$ cat src/sv/aw_pkg.sv
// AdamW update engine: shared types, constants and float helper functions.
// Used by the float units and the top level of the engine; depends on nothing else.
package aw_pkg;

    localparam logic [31:0] CANON_NAN = 32'h7FC0_0000;
    localparam logic [31:0] FP_ONE    = 32'h3F80_0000;
    localparam logic [31:0] FP_EPS    = 32'h3586_37BD;  // 1.0e-6

    localparam logic [31:0] RST_FIRST_DECAY       = 32'h3F66_6666;
    localparam logic [31:0] RST_SECOND_DECAY      = 32'h3F7F_BE77;
    localparam logic [31:0] RST_FIRST_CORRECTION  = 32'h3F80_0000;
    localparam logic [31:0] RST_SECOND_CORRECTION = 32'h3F80_0000;
    localparam logic [31:0] RST_STEP_SIZE         = 32'h3A83_126F;
    localparam logic [31:0] RST_SHRINK_FACTOR     = 32'h3F80_0000;

    // root/quotient bits produced per pipeline stage
    localparam int STEPS_PER_STAGE = 4;
    localparam int ITER_STAGES     = 28 / STEPS_PER_STAGE;

    localparam int MUL_LAT  = 3;
    localparam int ADD_LAT  = 4;
    localparam int DIV_LAT  = ITER_STAGES + 2;
    localparam int SQRT_LAT = ITER_STAGES + 2;

    typedef enum logic [2:0] {
        REG_FIRST_DECAY       = 3'd0,
        REG_SECOND_DECAY      = 3'd1,
        REG_FIRST_CORRECTION  = 3'd2,
        REG_SECOND_CORRECTION = 3'd3,
        REG_STEP_SIZE         = 3'd4,
        REG_SHRINK_FACTOR     = 3'd5
    } cfg_reg_t;

    typedef struct packed {
        logic sign;
        logic nan;
        logic inf;
        logic zero;
    } fp_spec_t;

    // value = mant / 2^23 * 2^exp, mant normalized unless zero
    typedef struct packed {
        logic               sign;
        logic               nan;
        logic               inf;
        logic               zero;
        logic signed [9:0]  exp;
        logic [23:0]        mant;
    } fp_unp_t;

    function automatic logic [4:0] lzc27(input logic [26:0] x);
        logic [4:0] cnt;
        cnt = 5'd27;
        for (int i = 0; i < 27; i++)
        begin
            if (x[i])
            begin
                cnt = 5'(26 - i);
            end
        end
        return cnt;
    endfunction

    function automatic fp_unp_t fp_unpack(input logic [31:0] x);
        fp_unp_t    u;
        logic [4:0] lz;
        u.sign = x[31];
        u.nan  = (x[30:23] == 8'hFF) && (x[22:0] != 23'd0);
        u.inf  = (x[30:23] == 8'hFF) && (x[22:0] == 23'd0);
        u.zero = (x[30:23] == 8'h00) && (x[22:0] == 23'd0);
        lz     = lzc27({1'b0, x[22:0], 3'b000});
        if (x[30:23] != 8'h00)
        begin
            u.mant = {1'b1, x[22:0]};
            u.exp  = $signed({2'b00, x[30:23]}) - 10'sd127;
        end
        else
        begin
            u.mant = {1'b0, x[22:0]} << lz;
            u.exp  = -10'sd126 - $signed({5'b00000, lz});
        end
        return u;
    endfunction

    // sig has its leading one at bit 26: value = sig / 2^26 * 2^e
    function automatic logic [31:0] fp_round(input logic sign, input logic signed [11:0] e,
                                             input logic [26:0] sig, input logic st);
        logic signed [11:0] be;
        logic signed [11:0] shw;
        logic [4:0]         sh;
        logic [26:0]        shifted;
        logic               lost;
        logic [30:0]        field;
        logic               g;
        logic               s;
        logic               inc;
        be      = e + 12'sd127;
        shw     = 12'sd1 - be;
        sh      = (shw > 12'sd27) ? 5'd27 : shw[4:0];
        shifted = sig >> sh;
        lost    = |(sig & ~(27'h7FF_FFFF << sh));
        if (be >= 12'sd1)
        begin
            field = {be[7:0], sig[25:3]};
            g     = sig[2];
            s     = (|sig[1:0]) | st;
        end
        else
        begin
            field = {8'h00, shifted[25:3]};
            g     = shifted[2];
            s     = (|shifted[1:0]) | lost | st;
        end
        inc = g & (s | field[0]);
        if (be >= 12'sd255)
        begin
            return {sign, 8'hFF, 23'd0};
        end
        return {sign, field + {30'd0, inc}};
    endfunction

    function automatic logic [31:0] fp_special(input fp_spec_t sp);
        if (sp.nan)
        begin
            return CANON_NAN;
        end
        if (sp.inf)
        begin
            return {sp.sign, 8'hFF, 23'd0};
        end
        return {sp.sign, 31'd0};
    endfunction

endpackage

$ cat src/sv/aw_fmul.sv
// Pipelined binary32 multiplier: unpack, 24x24 product, round.
// Depends on aw_pkg.
module aw_fmul
(
    input  logic        clk,
    input  logic        en,
    input  logic [31:0] a,
    input  logic [31:0] b,
    output logic [31:0] y
);

    aw_pkg::fp_unp_t    ua_reg;
    aw_pkg::fp_unp_t    ub_reg;
    logic [47:0]        prod_reg;
    logic signed [11:0] e_reg;
    aw_pkg::fp_spec_t   sp_reg;
    logic [31:0]        y_reg;

    aw_pkg::fp_spec_t   sp_next;
    logic [31:0]        y_next;

    always_comb
    begin
        sp_next.sign = ua_reg.sign ^ ub_reg.sign;
        sp_next.nan  = ua_reg.nan | ub_reg.nan | (ua_reg.inf & ub_reg.zero)
                     | (ua_reg.zero & ub_reg.inf);
        sp_next.inf  = ua_reg.inf | ub_reg.inf;
        sp_next.zero = ua_reg.zero | ub_reg.zero;
    end

    always_comb
    begin
        if (sp_reg.nan || sp_reg.inf || sp_reg.zero)
        begin
            y_next = aw_pkg::fp_special(sp_reg);
        end
        else if (prod_reg[47])
        begin
            y_next = aw_pkg::fp_round(sp_reg.sign, e_reg + 12'sd1, prod_reg[47:21],
                                      |prod_reg[20:0]);
        end
        else
        begin
            y_next = aw_pkg::fp_round(sp_reg.sign, e_reg, prod_reg[46:20], |prod_reg[19:0]);
        end
    end

    always_ff @(posedge clk)
    begin
        if (en)
        begin
            ua_reg   <= aw_pkg::fp_unpack(a);
            ub_reg   <= aw_pkg::fp_unpack(b);
            prod_reg <= ua_reg.mant * ub_reg.mant;
            e_reg    <= $signed({{2{ua_reg.exp[9]}}, ua_reg.exp})
                      + $signed({{2{ub_reg.exp[9]}}, ub_reg.exp});
            sp_reg   <= sp_next;
            y_reg    <= y_next;
        end
    end

    assign y = y_reg;

endmodule

$ cat config.mk
export PLATFORM = sky130hd
export DESIGN_NAME = aw_fmul
export DESIGN_NICKNAME = d
export VERILOG_FILES = /design/src/sv/aw_pkg.sv /design/src/sv/aw_fmul.sv
export SDC_FILE = /design/constraint.sdc
export NUM_CORES = 2
export LEC_CHECK = 0
export BUFFER_PORTS_ARGS = -buffer_cell sky130_fd_sc_hd__buf_2
export CAP_MARGIN = 0
export CORE_MARGIN = 2
export CORE_UTILIZATION = 40
export DETAILED_ROUTE_END_ITERATION = 12
export HOLD_SLACK_MARGIN = 0.12
export PLACE_DENSITY = 0.61
export SYNTH_ARGS = -nofsm -noshare
export SYNTH_HDL_FRONTEND = slang
export SYNTH_SLANG_ARGS = --single-unit
export TNS_END_PERCENT = 10
$ cat constraint.sdc
create_clock -name clk -period 17.01 [get_ports clk]
set_clock_uncertainty 0.1 [all_clocks]
set_input_delay 1.701 -clock clk [delete_from_list [all_inputs] [get_ports clk]]
set_output_delay 1.701 -clock clk [all_outputs]
set_load 0.01 [all_outputs]
==> flow_summary.toml <==
[floorplanning]
io_pins = 98
chipWidth_microns = 300.4
rows = 108
initial_utilization = 0.4045
coreArea_sq_um = 86890
dieArea_sq_um = 90260
die_h_microns = 300.4

[global_routing]
grt_use_total = 0.2635
grt_pass1_wl_mm = 182.9
use_met3 = 0.05505
gr-usage-met2 = 0.4065
use_met1 = 0.3640
grt_overflow = 0
grt_max_degree = 99
antenna_found_initial = 3
grt_pass1_vias = 30150
busiest_layer = "met2"

[logic_synthesis]
synth_top_family_by_area = "adder cells"
synth_compound_area_frac = 0.1602
ys_warn_count = 0
synth_xor_xnor_area_share = 0.03186
synth_top_area_cell = "fa_1"
synth-simple-area-share = 0.1944
synthTopCellsByArea = "fa_1, edfxtp_1, nand2_1"
synth_edf_count = 169
synthesis.instances = 4151
synth_top_area_share = 0.2751
synth-adder-area-share = 0.3458
yosysUniqueCellTypes = 110
syn-cell-area_sq_um = 35150
synthesis.nets = 4897
synth.most_common_cell = "nand2_1"
ys_seq_area_frac = 0.1444
avgSynthCellArea_sq_um = 8.468
synth_flop_cell = "edfxtp_1"
synth_mux_area_frac = 0.03531
synthArstFlopShare = 0
ys_top_cells_by_count = "nand2_1, inv_1, fa_1"
synth_seq_cells = 169

[clock_network]
cts_buffers = 17
clock_latency_ns = 0.50
cts_setup_buffers = 0
cts.path.max_buffers = 2
clk_pin_slew_ns = 0.08
cts_sinks = 169
htree_levels = 4
root_buffer = "clkbuf_16"
ctsResizeCount = 0
cts_tree = "yes"
hold_buffers = 0

[placement]
port_buffers = 97
dpl_cell_area_sq_um = 36540
place_congestion = 1.006
place_ws_ns = 8.100
dpl.hpwl_mm = 88.80

[sta]
min_period_over_period = 0.5253
timing.fmax_ghz = 0.1119
fin_tns_setup_ns = 0
fin_ws_ns = 8.075
rsz0062_at_grt = "no"
setup_viol = 0
finalWorstPathRequiredPeriod_ns = 8.935
final-hold-violation-count = 0
maxSlewViolCount = 0
relSlewSlack = 0.2115
tightest_slew_ns = 1.178

[drt]
first_iter_violations = 3281
viasPerCell = 5.881
firstDrtPassIters = 9
drt-total-wl_mm = 117.8
drtAntennaViolNets = 0
routedWlPerCell_microns = 22.54
via_count = 30730
drc = 0

[worst_setup_path]
r2r_cells = 27
endpoint_kind = "flip-flop"
start_kind = "flip-flop"
required_ns = 17.15
arrival_ns = 9.07
slowest_delay_ns = 0.99
crit_path_max_fanout = 24
cp_slowest_cell = "edfxtp_1"
crit_type = "flip-flop to flip-flop"
path_common_cell = "fa_1"

[layout]
synthToLayoutAreaGrowth_pct = 5.674
largest_register_ffs = 48
layout-drive-gt1-share = 0.06706
n_antenna_cell = 0
nNetsFinal = 4804
design_area_sq_um = 37140
nFillCells = 8702

[hold_path]
hold_depth = 1
hold_class = "flip-flop to flip-flop"

[flow_run]
cap_violations = 0

[run_status]
status = "finished clean"
==> metrics by stage <==
stage	util	cells	hold slack (ns)
final	0.4275	5226	0.4480
after global routing	0.4275	5226	0.4549
after global placement	0.4206	5194	0.4172
after detailed placement	0.4206	5194	0.4227
after floorplan	-	4151	0.3885
after CTS	0.4275	5226	0.4422
==> worst paths after layout <==
| check | start | to | slack (ns) |
|---|---|---|---|
| setup / recovery | ua_reg[16] | prod_reg[45] | 8.08 |
| hold reg to reg | sp_reg[3] | y[31] | 0.45 |
| setup reg to reg | ua_reg[16] | prod_reg[45] | 8.08 |
| hold / removal | sp_reg[3] | y[31] | 0.45 |
==> cells by family after synthesis <==
group	Yosys count
AO/OA/AOI/OAI	811
XOR/XNOR	127
adder cells (fa/ha/maj)	682
buffers and inverters	812
flip-flops	169
multiplexers	120
AND/OR/NAND/NOR	1430
==> cell type report <==
type                    count  area (sq um)  area share
multi-input cells        3170         27050      0.7282
flip-flops and latches    169          5075      0.1366
inverters                 544          2042     0.05498
well taps                1155          1445     0.03891
repair buffers            156         934.6     0.02516
clock buffers              17         425.4     0.01145
clock inverters            15         173.9    0.004682
==> worst max-delay path: cells and delay by family (launching register included) <==
kind | cells | cell delay [ns]
flip-flops | 1 | 0.99
XOR/XNOR | 1 | 0.08
buffers and inverters | 5 | 0.28
AND/OR/NAND/NOR | 2 | 0.60
adder cells (fa/ha/maj) | 8 | 3.98
AO/OA/AOI/OAI | 11 | 2.63
==> layer usage <==
layer | wire length [microns] | up-vias
li1 | - | 13790
met1 | 50120 | 15070
met2 | 52060 | 1592
met3 | 11110 | 274
met4 | 4498 | 2
met5 | 13 | -
==> cell usage in the layout, fill, tap and decap left out, drive strengths merged, types with 148 or more instances in the layout <==
cell type,instances
ha,197
edfxtp,169
a21oi,174
fa,483
and2,211
inv,549
nor2,192
nand2,658
o21ai,148
buf,156
Power is left out: the tool's default activity adds up to more than one toggle a clock period on the data nets, which glitch-free logic cannot reach.
