$ cat src/sv/aw_pkg.sv
// AdamW update engine: shared types, constants and float helper functions.
// Used by the float units and the top level of the engine; depends on nothing else.
package aw_pkg;

    localparam logic [31:0] CANON_NAN = 32'h7FC0_0000;
    localparam logic [31:0] FP_ONE    = 32'h3F80_0000;
    localparam logic [31:0] FP_EPS    = 32'h3586_37BD;  // 1.0e-6

    localparam logic [31:0] RST_FIRST_DECAY       = 32'h3F66_6666;
    localparam logic [31:0] RST_SECOND_DECAY      = 32'h3F7F_BE77;
    localparam logic [31:0] RST_FIRST_CORRECTION  = 32'h3F80_0000;
    localparam logic [31:0] RST_SECOND_CORRECTION = 32'h3F80_0000;
    localparam logic [31:0] RST_STEP_SIZE         = 32'h3A83_126F;
    localparam logic [31:0] RST_SHRINK_FACTOR     = 32'h3F80_0000;

    // root/quotient bits produced per pipeline stage
    localparam int STEPS_PER_STAGE = 4;
    localparam int ITER_STAGES     = 28 / STEPS_PER_STAGE;

    localparam int MUL_LAT  = 3;
    localparam int ADD_LAT  = 4;
    localparam int DIV_LAT  = ITER_STAGES + 2;
    localparam int SQRT_LAT = ITER_STAGES + 2;

    typedef enum logic [2:0] {
        REG_FIRST_DECAY       = 3'd0,
        REG_SECOND_DECAY      = 3'd1,
        REG_FIRST_CORRECTION  = 3'd2,
        REG_SECOND_CORRECTION = 3'd3,
        REG_STEP_SIZE         = 3'd4,
        REG_SHRINK_FACTOR     = 3'd5
    } cfg_reg_t;

    typedef struct packed {
        logic sign;
        logic nan;
        logic inf;
        logic zero;
    } fp_spec_t;

    // value = mant / 2^23 * 2^exp, mant normalized unless zero
    typedef struct packed {
        logic               sign;
        logic               nan;
        logic               inf;
        logic               zero;
        logic signed [9:0]  exp;
        logic [23:0]        mant;
    } fp_unp_t;

    function automatic logic [4:0] lzc27(input logic [26:0] x);
        logic [4:0] cnt;
        cnt = 5'd27;
        for (int i = 0; i < 27; i++)
        begin
            if (x[i])
            begin
                cnt = 5'(26 - i);
            end
        end
        return cnt;
    endfunction

    function automatic fp_unp_t fp_unpack(input logic [31:0] x);
        fp_unp_t    u;
        logic [4:0] lz;
        u.sign = x[31];
        u.nan  = (x[30:23] == 8'hFF) && (x[22:0] != 23'd0);
        u.inf  = (x[30:23] == 8'hFF) && (x[22:0] == 23'd0);
        u.zero = (x[30:23] == 8'h00) && (x[22:0] == 23'd0);
        lz     = lzc27({1'b0, x[22:0], 3'b000});
        if (x[30:23] != 8'h00)
        begin
            u.mant = {1'b1, x[22:0]};
            u.exp  = $signed({2'b00, x[30:23]}) - 10'sd127;
        end
        else
        begin
            u.mant = {1'b0, x[22:0]} << lz;
            u.exp  = -10'sd126 - $signed({5'b00000, lz});
        end
        return u;
    endfunction

    // sig has its leading one at bit 26: value = sig / 2^26 * 2^e
    function automatic logic [31:0] fp_round(input logic sign, input logic signed [11:0] e,
                                             input logic [26:0] sig, input logic st);
        logic signed [11:0] be;
        logic signed [11:0] shw;
        logic [4:0]         sh;
        logic [26:0]        shifted;
        logic               lost;
        logic [30:0]        field;
        logic               g;
        logic               s;
        logic               inc;
        be      = e + 12'sd127;
        shw     = 12'sd1 - be;
        sh      = (shw > 12'sd27) ? 5'd27 : shw[4:0];
        shifted = sig >> sh;
        lost    = |(sig & ~(27'h7FF_FFFF << sh));
        if (be >= 12'sd1)
        begin
            field = {be[7:0], sig[25:3]};
            g     = sig[2];
            s     = (|sig[1:0]) | st;
        end
        else
        begin
            field = {8'h00, shifted[25:3]};
            g     = shifted[2];
            s     = (|shifted[1:0]) | lost | st;
        end
        inc = g & (s | field[0]);
        if (be >= 12'sd255)
        begin
            return {sign, 8'hFF, 23'd0};
        end
        return {sign, field + {30'd0, inc}};
    endfunction

    function automatic logic [31:0] fp_special(input fp_spec_t sp);
        if (sp.nan)
        begin
            return CANON_NAN;
        end
        if (sp.inf)
        begin
            return {sp.sign, 8'hFF, 23'd0};
        end
        return {sp.sign, 31'd0};
    endfunction

endpackage

$ cat src/sv/aw_fsqrt.sv
// Pipelined binary32 square root: digit-by-digit integer root, a few bits per stage.
// Depends on aw_pkg.
module aw_fsqrt
(
    input  logic        clk,
    input  logic        en,
    input  logic [31:0] a,
    output logic [31:0] y
);

    typedef struct packed {
        logic [29:0]        rem;
        logic [27:0]        root;
        logic [55:0]        rad;
        logic signed [11:0] e;
        aw_pkg::fp_spec_t   spec;
    } sqrt_st_t;

    function automatic sqrt_st_t sqrt_steps(input sqrt_st_t s_in);
        sqrt_st_t    s;
        logic [29:0] trial;
        s = s_in;
        for (int i = 0; i < aw_pkg::STEPS_PER_STAGE; i++)
        begin
            s.rem = {s.rem[27:0], s.rad[55:54]};
            s.rad = {s.rad[53:0], 2'b00};
            trial = {s.root, 2'b01};
            if (s.rem >= trial)
            begin
                s.rem  = s.rem - trial;
                s.root = {s.root[26:0], 1'b1};
            end
            else
            begin
                s.root = {s.root[26:0], 1'b0};
            end
        end
        return s;
    endfunction

    aw_pkg::fp_unp_t ua_reg;
    sqrt_st_t        it_reg [aw_pkg::ITER_STAGES];
    sqrt_st_t        init;
    sqrt_st_t        fin;
    logic [31:0]     y_reg;
    logic [31:0]     y_next;

    always_comb
    begin
        init.rem  = 30'd0;
        init.root = 28'd0;
        // odd exponent: one more doubling of the radicand
        init.rad  = ua_reg.exp[0] ? {ua_reg.mant, 32'd0} : {1'b0, ua_reg.mant, 31'd0};
        init.e    = $signed({{3{ua_reg.exp[9]}}, ua_reg.exp[9:1]});
        init.spec.sign = ua_reg.sign;
        init.spec.nan  = ua_reg.nan | (ua_reg.sign & ~ua_reg.zero);
        init.spec.inf  = ua_reg.inf;
        init.spec.zero = ua_reg.zero;
    end

    always_comb
    begin
        fin = it_reg[aw_pkg::ITER_STAGES-1];
        if (fin.spec.nan || fin.spec.inf || fin.spec.zero)
        begin
            y_next = aw_pkg::fp_special(fin.spec);
        end
        else
        begin
            y_next = aw_pkg::fp_round(1'b0, fin.e, fin.root[27:1],
                                      fin.root[0] | (fin.rem != 30'd0));
        end
    end

    always_ff @(posedge clk)
    begin
        if (en)
        begin
            ua_reg    <= aw_pkg::fp_unpack(a);
            it_reg[0] <= sqrt_steps(init);
            for (int i = 1; i < aw_pkg::ITER_STAGES; i++)
            begin
                it_reg[i] <= sqrt_steps(it_reg[i-1]);
            end
            y_reg     <= y_next;
        end
    end

    assign y = y_reg;

endmodule

$ cat config.mk
export PLATFORM = sky130hd
export DESIGN_NAME = aw_fsqrt
export DESIGN_NICKNAME = d
export VERILOG_FILES = /design/src/sv/aw_pkg.sv /design/src/sv/aw_fsqrt.sv
export SDC_FILE = /design/constraint.sdc
export NUM_CORES = 2
export LEC_CHECK = 0
export BUFFER_PORTS_ARGS = -buffer_cell sky130_fd_sc_hd__buf_2
export CORE_MARGIN = 10
export CORE_UTILIZATION = 40
export CTS_BUF_LIST = sky130_fd_sc_hd__clkbuf_8
export CTS_CLUSTER_SIZE = 12
export DETAILED_ROUTE_END_ITERATION = 16
export PLACE_DENSITY = 0.66
export SETUP_SLACK_MARGIN = 0.15
export SYNTH_ARGS = -nofsm -noshare
export SYNTH_HDL_FRONTEND = slang
export SYNTH_SLANG_ARGS = --single-unit
$ cat constraint.sdc
create_clock -name clk -period 16.97 [get_ports clk]
set_input_delay 3.394 -clock clk [delete_from_list [all_inputs] [get_ports clk]]
set_output_delay 3.394 -clock clk [all_outputs]
set_load 0.01 [all_outputs]
==> key figures <==
Timing
  • RSZ-0062 raised after global routing: no
  • Max-slew violations: 0
  • Final worst slack: 1490 ps
  • Final period util: slightly above 90%
  • Tmin final: about 15000 ps
  • Fin. Hold Viols: 0
  • Skew final: between 30 and 40 ps
  • Final Setup Violations: 0
  • Max Clk Rate: about 65 MHz
  • Setup TNS: 0 ps
  • Slew HR: roughly 12%
  • Worst Max-Slew Pin Slew: between 1000 and 1500 ps

Worst setup path
  • Crit-path max cell delay: between 500 and 600 ps
  • CP required: around 18000 ps
  • Largest fanout on the critical path: 39
  • Top cell by count, worst path: a21oi_1
  • Critical Path Slowest Stage Cell: or2_2
  • Worst setup SP type: flop
  • WP buf/inv: 6
  • Critical path arrival: roughly 16000 ps
  • Setup CP Type: flop to flop
  • Largest delay share family, worst path: compound AO/OA/AOI/OAI gates
  • Crit. End Element: flop

Floorplan
  • Starting density of the core: ~40%
  • Num rows: between 100 and 150
  • Die height: approximately 370 um
  • Core outline area: around 0.12 mm2
  • Die Area: ~0.14 mm2
  • I/O Pins: 66
  • Die Span X: 372 um

Clock network
  • H-tree Lvls: 3
  • Max Root-Sink Buffers: 3
  • Sink Count: slightly below 500
  • Worst skew pair latency: roughly 770 ps
  • CTS tree: built
  • Clock Pin Slew Worst Setup and Hold Paths: 60 ps
  • CTS buffer count: 80
  • # hold bufs at CTS: 0
  • Root Buffer: clkbuf_8

Logic synthesis
  • Sequential fraction of the synthesis area: roughly 29%
  • Top FF cell, synth: edfxtp_1
  • Post-synth EDFFs: between 400 and 500
  • Synth Cell Area: between 0.04 and 0.05 mm2
  • Mean Syn Cell Area: roughly 8.6 um2
  • Ys async rst share: 0%
  • Distinct cells, synth: approximately 140
  • Yosys warning count: 0
  • Number of synthesized register bits: just under 500
  • Post-Syn Instances: slightly below 6000

Route
  • Drt drc: 0
  • Post-Route WL: 136 mm
  • Via count: around 44000
  • Detail Route Antenna Nets: 0
  • DR iter-0 viols: approximately 3500
  • Detailed-route wire length per cell: between 15 and 20 um
  • Initial DRT Pass Iterations: 5
  • Via-per-instance ratio: slightly below 6

Cells and area
  • Most common cell after layout, fill and taps aside: nor2_1
  • Max FFs per register: around 420
  • Post-layout nets: between 6000 and 7000
  • Area delta synth->final: 7.43%
  • Register area: approximately 0.015 mm2
  • Multi-input gate area: 0.0331 mm2
  • Non-Filler Instances: 7509
  • Fin area: 0.0532 mm2
  • Fill count: approximately 12000
  • Fraction of layout instances using a drive strength above 1: 7.85%
  • Most frequent cells in the layout: 538 x nor2_1, 508 x nand2_1, 488 x a21oi_1

Placed design
  • Final GP Congestion: 0.928
  • Setup slack after placement: between 1000 and 1500 ps
  • DP Area: roughly 0.052 mm2
  • Port bufs: 65
  • HPWL after DPL: approximately 110 mm
  • Dpl cells: roughly 7400

Hold path
  • Worst hold path class: flop to flop

GRT
  • Vias in the first global route: between 40000 and 50000
  • Pin count of the biggest net entering global routing: 159
  • Initial antenna violation count: 1
  • Global-route wire length before repair: around 220 mm
  • GRT overflow: 0
  • Tot GR Track Use: 18.9%

Run status
  • Outcome: complete, no violations

Run
  • Max-cap check violation count: 0
synth_stat cells (42+ instances only):
master / number / area, um2
a211oi_1: 53 / 398
a21o_1: 165 / 1240
a21oi_1: 491 / 2460
a31oi_1: 54 / 338
and2_1: 58 / 363
and3_1: 45 / 282
clkbuf_1: 126 / 473
edfxtp_1: 486 / 14600
ha_1: 408 / 5100
inv_1: 285 / 1070
mux2_2: 91 / 1020
mux2i_1: 104 / 1040
nand2_1: 508 / 1910
nand2b_1: 77 / 482
nand3_1: 146 / 731
nand4_1: 56 / 350
nor2_1: 540 / 2030
nor2b_1: 72 / 450
nor3_1: 139 / 696
nor4_1: 80 / 500
o211ai_1: 77 / 578
o21a_1: 70 / 526
o21ai_0: 370 / 1850
o21bai_1: 67 / 503
o31ai_1: 42 / 315
or3_1: 51 / 319
xnor2_1: 311 / 2720
xor2_1: 187 / 1640
area by class of cell:
cell class | instances | share of cell area (%)
Sequential cell | 486 | 27.4
Multi-Input combinational cell | 4832 | 62.2
Inverter | 297 | 2.11
Timing Repair Buffer | 108 | 1.26
Clock inverter | 66 | 1.09
Antenna cell | 2 | 0.00941
Timing Repair inverter | 1 | 0.00941
Clock buffer | 80 | 2.07
Tap cell | 1637 | 3.85
cells by family (layout without fill, tap and decap cells):
family | Yosys count | in the layout | synth area share [%]
simple gates | 1985 | 1985 | 20.1
flops | 486 | 486 | 29.5
fa+ha+maj | 414 | 414 | 10.6
buf+inv | 473 | 552 | 3.87
other cells | 1 | 6 | 0.00757
compound gates | 1728 | 1728 | 22.6
xor+xnor | 499 | 499 | 8.84
mux | 202 | 202 | 4.47
worst paths after layout:
check        slack [ps]  depth (start not counted)                       end               startpoint
max                1490                         64  it_reg[6][119]$_DFFE_PP_  it_reg[5][64]$_DFFE_PP_
min                 390                          0    it_reg[3][8]$_DFFE_PP_   it_reg[2][8]$_DFFE_PP_
max reg2reg        1490                         64  it_reg[6][119]$_DFFE_PP_  it_reg[5][64]$_DFFE_PP_
min reg2reg         390                          0    it_reg[3][8]$_DFFE_PP_   it_reg[2][8]$_DFFE_PP_
what timing repair did:
item                       CTS  global route
buffers inserted             0             0
resized for setup            0             1
setup endpoints to repair    0            22
metrics by stage:
stage          hold slack, ps  util [%]
6_report                  395      43.1
5_1_grt                   410      43.1
4_1_cts                   380      43.1
3_5_place_dp              405      41.8
3_3_place_gp              401      41.8
2_1_floorplan             400         -
metal layers:
layer  global-route usage (%)  share of wire [%]
met5                        0                  0
met4                     6.20                3.2
met3                     2.39                4.9
met2                     32.4                 48
met1                     24.4                 44
Power is not shown: default switching activity piles up to over one toggle a cycle in this logic, so the estimate is an artifact.
