[config.mk]
export PLATFORM = sky130hd
export DESIGN_NAME = aw_fdiv
export DESIGN_NICKNAME = d
export VERILOG_FILES = /design/src/sv/aw_pkg.sv /design/src/sv/aw_fdiv.sv
export SDC_FILE = /design/constraint.sdc
export NUM_CORES = 2
export LEC_CHECK = 0
export ABC_AREA = 0
export BUFFER_PORTS_ARGS = -buffer_cell sky130_fd_sc_hd__clkbuf_2
export CAP_MARGIN = 10
export CORE_MARGIN = 10
export CORE_UTILIZATION = 53
export CTS_BUF_LIST = sky130_fd_sc_hd__clkbuf_8
export DETAILED_ROUTE_END_ITERATION = 8
export PLACE_DENSITY_LB_ADDON = 0.1
export SETUP_SLACK_MARGIN = 0.2
export SLEW_MARGIN = 20
export SYNTH_ARGS = -nofsm -noshare
export SYNTH_HDL_FRONTEND = slang
export SYNTH_SLANG_ARGS = --single-unit
[constraint.sdc]
create_clock -name clk -period 15.9 [get_ports clk]
set_input_delay 0.795 -clock clk [delete_from_list [all_inputs] [get_ports clk]]
set_output_delay 0.795 -clock clk [all_outputs]
set_load 0.02 [all_outputs]
[src/sv/aw_pkg.sv]
// AdamW update engine: shared types, constants and float helper functions.
// Used by the float units and the top level of the engine; depends on nothing else.
package aw_pkg;

    localparam logic [31:0] CANON_NAN = 32'h7FC0_0000;
    localparam logic [31:0] FP_ONE    = 32'h3F80_0000;
    localparam logic [31:0] FP_EPS    = 32'h3586_37BD;  // 1.0e-6

    localparam logic [31:0] RST_FIRST_DECAY       = 32'h3F66_6666;
    localparam logic [31:0] RST_SECOND_DECAY      = 32'h3F7F_BE77;
    localparam logic [31:0] RST_FIRST_CORRECTION  = 32'h3F80_0000;
    localparam logic [31:0] RST_SECOND_CORRECTION = 32'h3F80_0000;
    localparam logic [31:0] RST_STEP_SIZE         = 32'h3A83_126F;
    localparam logic [31:0] RST_SHRINK_FACTOR     = 32'h3F80_0000;

    // root/quotient bits produced per pipeline stage
    localparam int STEPS_PER_STAGE = 4;
    localparam int ITER_STAGES     = 28 / STEPS_PER_STAGE;

    localparam int MUL_LAT  = 3;
    localparam int ADD_LAT  = 4;
    localparam int DIV_LAT  = ITER_STAGES + 2;
    localparam int SQRT_LAT = ITER_STAGES + 2;

    typedef enum logic [2:0] {
        REG_FIRST_DECAY       = 3'd0,
        REG_SECOND_DECAY      = 3'd1,
        REG_FIRST_CORRECTION  = 3'd2,
        REG_SECOND_CORRECTION = 3'd3,
        REG_STEP_SIZE         = 3'd4,
        REG_SHRINK_FACTOR     = 3'd5
    } cfg_reg_t;

    typedef struct packed {
        logic sign;
        logic nan;
        logic inf;
        logic zero;
    } fp_spec_t;

    // value = mant / 2^23 * 2^exp, mant normalized unless zero
    typedef struct packed {
        logic               sign;
        logic               nan;
        logic               inf;
        logic               zero;
        logic signed [9:0]  exp;
        logic [23:0]        mant;
    } fp_unp_t;

    function automatic logic [4:0] lzc27(input logic [26:0] x);
        logic [4:0] cnt;
        cnt = 5'd27;
        for (int i = 0; i < 27; i++)
        begin
            if (x[i])
            begin
                cnt = 5'(26 - i);
            end
        end
        return cnt;
    endfunction

    function automatic fp_unp_t fp_unpack(input logic [31:0] x);
        fp_unp_t    u;
        logic [4:0] lz;
        u.sign = x[31];
        u.nan  = (x[30:23] == 8'hFF) && (x[22:0] != 23'd0);
        u.inf  = (x[30:23] == 8'hFF) && (x[22:0] == 23'd0);
        u.zero = (x[30:23] == 8'h00) && (x[22:0] == 23'd0);
        lz     = lzc27({1'b0, x[22:0], 3'b000});
        if (x[30:23] != 8'h00)
        begin
            u.mant = {1'b1, x[22:0]};
            u.exp  = $signed({2'b00, x[30:23]}) - 10'sd127;
        end
        else
        begin
            u.mant = {1'b0, x[22:0]} << lz;
            u.exp  = -10'sd126 - $signed({5'b00000, lz});
        end
        return u;
    endfunction

    // sig has its leading one at bit 26: value = sig / 2^26 * 2^e
    function automatic logic [31:0] fp_round(input logic sign, input logic signed [11:0] e,
                                             input logic [26:0] sig, input logic st);
        logic signed [11:0] be;
        logic signed [11:0] shw;
        logic [4:0]         sh;
        logic [26:0]        shifted;
        logic               lost;
        logic [30:0]        field;
        logic               g;
        logic               s;
        logic               inc;
        be      = e + 12'sd127;
        shw     = 12'sd1 - be;
        sh      = (shw > 12'sd27) ? 5'd27 : shw[4:0];
        shifted = sig >> sh;
        lost    = |(sig & ~(27'h7FF_FFFF << sh));
        if (be >= 12'sd1)
        begin
            field = {be[7:0], sig[25:3]};
            g     = sig[2];
            s     = (|sig[1:0]) | st;
        end
        else
        begin
            field = {8'h00, shifted[25:3]};
            g     = shifted[2];
            s     = (|shifted[1:0]) | lost | st;
        end
        inc = g & (s | field[0]);
        if (be >= 12'sd255)
        begin
            return {sign, 8'hFF, 23'd0};
        end
        return {sign, field + {30'd0, inc}};
    endfunction

    function automatic logic [31:0] fp_special(input fp_spec_t sp);
        if (sp.nan)
        begin
            return CANON_NAN;
        end
        if (sp.inf)
        begin
            return {sp.sign, 8'hFF, 23'd0};
        end
        return {sp.sign, 31'd0};
    endfunction

endpackage

[src/sv/aw_fdiv.sv]
// Pipelined binary32 divider: restoring digit recurrence, a few quotient bits per stage.
// Depends on aw_pkg.
module aw_fdiv
(
    input  logic        clk,
    input  logic        en,
    input  logic [31:0] a,
    input  logic [31:0] b,
    output logic [31:0] y
);

    typedef struct packed {
        logic [24:0]        rem;
        logic [27:0]        quo;
        logic [23:0]        dsr;
        logic signed [11:0] e;
        aw_pkg::fp_spec_t   spec;
    } div_st_t;

    function automatic div_st_t div_steps(input div_st_t s_in);
        div_st_t s;
        s = s_in;
        for (int i = 0; i < aw_pkg::STEPS_PER_STAGE; i++)
        begin
            if (s.rem >= {1'b0, s.dsr})
            begin
                s.rem = s.rem - {1'b0, s.dsr};
                s.quo = {s.quo[26:0], 1'b1};
            end
            else
            begin
                s.quo = {s.quo[26:0], 1'b0};
            end
            s.rem = {s.rem[23:0], 1'b0};
        end
        return s;
    endfunction

    aw_pkg::fp_unp_t ua_reg;
    aw_pkg::fp_unp_t ub_reg;
    div_st_t         it_reg [aw_pkg::ITER_STAGES];
    div_st_t         init;
    div_st_t         fin;
    logic [31:0]     y_reg;
    logic [31:0]     y_next;

    always_comb
    begin
        init.rem       = {1'b0, ua_reg.mant};
        init.quo       = 28'd0;
        init.dsr       = ub_reg.mant;
        init.e         = $signed({{2{ua_reg.exp[9]}}, ua_reg.exp})
                       - $signed({{2{ub_reg.exp[9]}}, ub_reg.exp});
        init.spec.sign = ua_reg.sign ^ ub_reg.sign;
        init.spec.nan  = ua_reg.nan | ub_reg.nan | (ua_reg.zero & ub_reg.zero)
                       | (ua_reg.inf & ub_reg.inf);
        init.spec.inf  = ua_reg.inf | ub_reg.zero;
        init.spec.zero = ua_reg.zero | ub_reg.inf;
    end

    always_comb
    begin
        fin = it_reg[aw_pkg::ITER_STAGES-1];
        if (fin.spec.nan || fin.spec.inf || fin.spec.zero)
        begin
            y_next = aw_pkg::fp_special(fin.spec);
        end
        else if (fin.quo[27])
        begin
            y_next = aw_pkg::fp_round(fin.spec.sign, fin.e, fin.quo[27:1],
                                      fin.quo[0] | (fin.rem != 25'd0));
        end
        else
        begin
            y_next = aw_pkg::fp_round(fin.spec.sign, fin.e - 12'sd1, fin.quo[26:0],
                                      fin.rem != 25'd0);
        end
    end

    always_ff @(posedge clk)
    begin
        if (en)
        begin
            ua_reg    <= aw_pkg::fp_unpack(a);
            ub_reg    <= aw_pkg::fp_unpack(b);
            it_reg[0] <= div_steps(init);
            for (int i = 1; i < aw_pkg::ITER_STAGES; i++)
            begin
                it_reg[i] <= div_steps(it_reg[i-1]);
            end
            y_reg     <= y_next;
        end
    end

    assign y = y_reg;

endmodule

==> results_dict.tcl <==
set metrics [dict create \
    outcome "completed" \
    syn_area_um2 68500 \
    clkTransAtPathRegs_ns 0.06 \
    clock-sinks 635 \
    syn_area_per_cell_um2 8.76 \
    fp-row-count 131 \
    cts_tree "done" \
    critPathTopFamily "compound AO/OA/AOI/OAI gates" \
    drc 0 \
    slew_violations 0 \
    cp.required_ns 16.45 \
    start_util_pct 53.5 \
    ys_types 118 \
    htree_levels 3 \
    die_area_um2 144000 \
    final_common_cell "ha_1" \
    ys.warnings.count 0 \
    reg2reg_slack_ns 1.0 \
    antenna_found_initial 9 \
    wire_per_inst_um 22.2 \
    vias 61900 \
    dieWidth_um 379 \
    clk_latency_ns 0.91 \
    async_flop_share_pct 0 \
    areaGrowthSynthToFinish_pct 7.16 \
    arrival_ns 15.45 \
    postSynthCellCount 7815 \
    end_kind "register" \
    tightest_slew_ns 1.11 \
    period_share_pct 93.7 \
    final_cell_mix "678 x ha_1, 674 x nor2_1, 668 x a21oi_1, 635 x edfxtp_1, 588 x nand2_1" \
    ys_seq_elements 635 \
    numCtsBuffers 113 \
    ctsHoldBuffers 0 \
    timing.critical_path.buf_inv 5 \
    worstSetupStartpointType "register" \
    grt_max_degree 183 \
    num-nets-final 8619 \
    fmax_mhz 67.1 \
    rsz0062_at_grt "no" \
    port_buffers 97 \
    hp-class "input port to register" \
    grt_pass1_vias 57300 \
    synth_edf_count 635 \
    slew_headroom_pct 25.5 \
    cp_slowest_cell "a2111oi_0" \
    drv_cap 0 \
    clockRootBuffer "clkbuf_8" \
    wirelength_um 215000 \
    setup_viol 0 \
    ios 98 \
    drive_gt1_share_pct 11.4 \
    fin_crit_ns 14.90 \
    grt_pass1_wl_um 332000 \
    dp.final_hpwl_um 168000 \
    core_area_um2 128000 \
    viasPerCell 6.38 \
    largest_reg_flops 529 \
    timing.reg2reg.worst_path_depth 54 \
    path_depth 54 \
    slowest_delay_ns 0.65 \
    finalClockSkew_ns 0.114 \
    hold_path_depth 1 \
    criticalPathCategory "register to register" \
    synth_ff_type "edfxtp_1" \
    hold_viol_final 0 \
    postRouteAntennaNets 0 \
    fin_setup_tns_ns 0 \
    critPathMaxFanout 23 \
    finalWeightedCongestion 0.988 \
    drt_iter0_drc 6595 \
    grt_use_total_pct 28.8 \
    die_h_um 379 \
    path_common_cell "a21o_1" \
    drtPass1Iterations 6 \
    cts_buffer_depth 3 \
    overflow 0 \
    syn_nets 8569 \
    ys_seq_area_share_pct 27.8 \
]
[cell type report]
type / instances / area, um2
Fill cell: 11600 / 54600
Multi-Input combinational cell: 6515 / 47000
Sequential cell: 635 / 19100
Tap cell: 1729 / 2160
Clock buffer: 113 / 1560
Inverter: 412 / 1550
Timing Repair Buffer: 187 / 1200
Clock inverter: 99 / 877
Antenna cell: 9 / 22.5
Timing Repair inverter: 1 / 5.00
[metrics by stage]
stage               instances  hold WS [ns]  utilization, %  area, um2  setup slack [ns]
floorplan                7815         0.400               -      68500              3.21
global placement         9478         0.401            55.4      70900              1.55
detailed placement       9478         0.405            55.4      70900              1.21
CTS                      9690        0.0479            57.3      73300              1.10
global route             9695        0.0703            57.3      73400             0.223
finish                   9700         0.134            57.3      73400             0.997
[layer usage]
layer / track usage, % / vias up / part of all wire [%] / wire length (um)
li1: - / 29500 / - / -
met1: 41.9 / 29300 / 46 / 98700
met2: 43.2 / 2701 / 42 / 91200
met3: 5.12 / 386 / 8.8 / 19000
met4: 8.56 / 6 / 3.0 / 6430
met5: 0 / - / 0.019 / 41
[cells by family after synthesis]
logic type	share of synthesized area (%)
adders and majority gates	12.7
AOI/OAI and AO/OA	22.4
muxes	9.17
DFF	27.8
buffers and inverters	3.79
xor gates and xnor gates	7.85
and+or+nand+nor	16.3
[cells in the mapped netlist, types with 18 or more instances]
cell type	instances	share of area [%]
o31a_1	23	0.29
a31oi_1	87	0.79
o31ai_1	81	0.89
edfxtp_1	635	28
o21ai_0	438	3.2
inv_1	402	2.2
a221oi_1	19	0.24
nor4_1	58	0.53
o21a_1	117	1.3
and3_1	77	0.70
a211oi_1	80	0.88
clkbuf_1	188	1.0
o22ai_1	56	0.51
a41oi_1	19	0.24
mux2i_1	126	1.8
buf_2	25	0.18
nor2_1	677	3.7
nand2b_1	116	1.1
ha_1	679	12
a21oi_1	668	4.9
nor3_1	193	1.4
a211o_1	22	0.28
o211ai_1	45	0.49
mux2_2	397	6.5
o221ai_1	28	0.36
nand4_1	103	0.94
a21o_1	257	2.8
a31o_2	25	0.32
and2_1	59	0.54
buf_1	29	0.16
or3_1	48	0.44
mux4_2	20	0.66
a21boi_0	31	0.34
nand3_1	163	1.2
o41ai_1	18	0.23
nor2b_1	94	0.86
nand2_1	589	3.2
or2_2	37	0.34
xnor2_1	418	5.3
o21bai_1	102	1.1
xor2_1	192	2.5
[final timing paths]
path | from | to
worst min register to register | it_reg[3][20]$_DFFE_PP_ | it_reg[4][20]$_DFFE_PP_
worst max-delay path | it_reg[5][17]$_DFFE_PP_ | it_reg[6][72]$_DFFE_PP_
worst min-delay path | a[31] | ua_reg[37]$_DFFE_PP_
worst max register to register | it_reg[5][17]$_DFFE_PP_ | it_reg[6][72]$_DFFE_PP_
[worst register-to-register path, delay by kind of cell, from the launching register on]
kind | cells | cell delay, ns
buffers and inverters | 5 | 1.07
DFF | 1 | 0.48
muxes | 3 | 1.03
and+or+nand+nor | 12 | 2.55
adders and majority gates | 4 | 1.27
AOI/OAI and AO/OA | 30 | 8.16
[what timing repair did]
action	4_1_cts	5_1_grt
buffers inserted	0	0
endpoints found under the setup margin	0	65
gates resized for setup	0	6
Power is not shown: default switching activity piles up to over one toggle a cycle in this logic, so the estimate is an artifact.
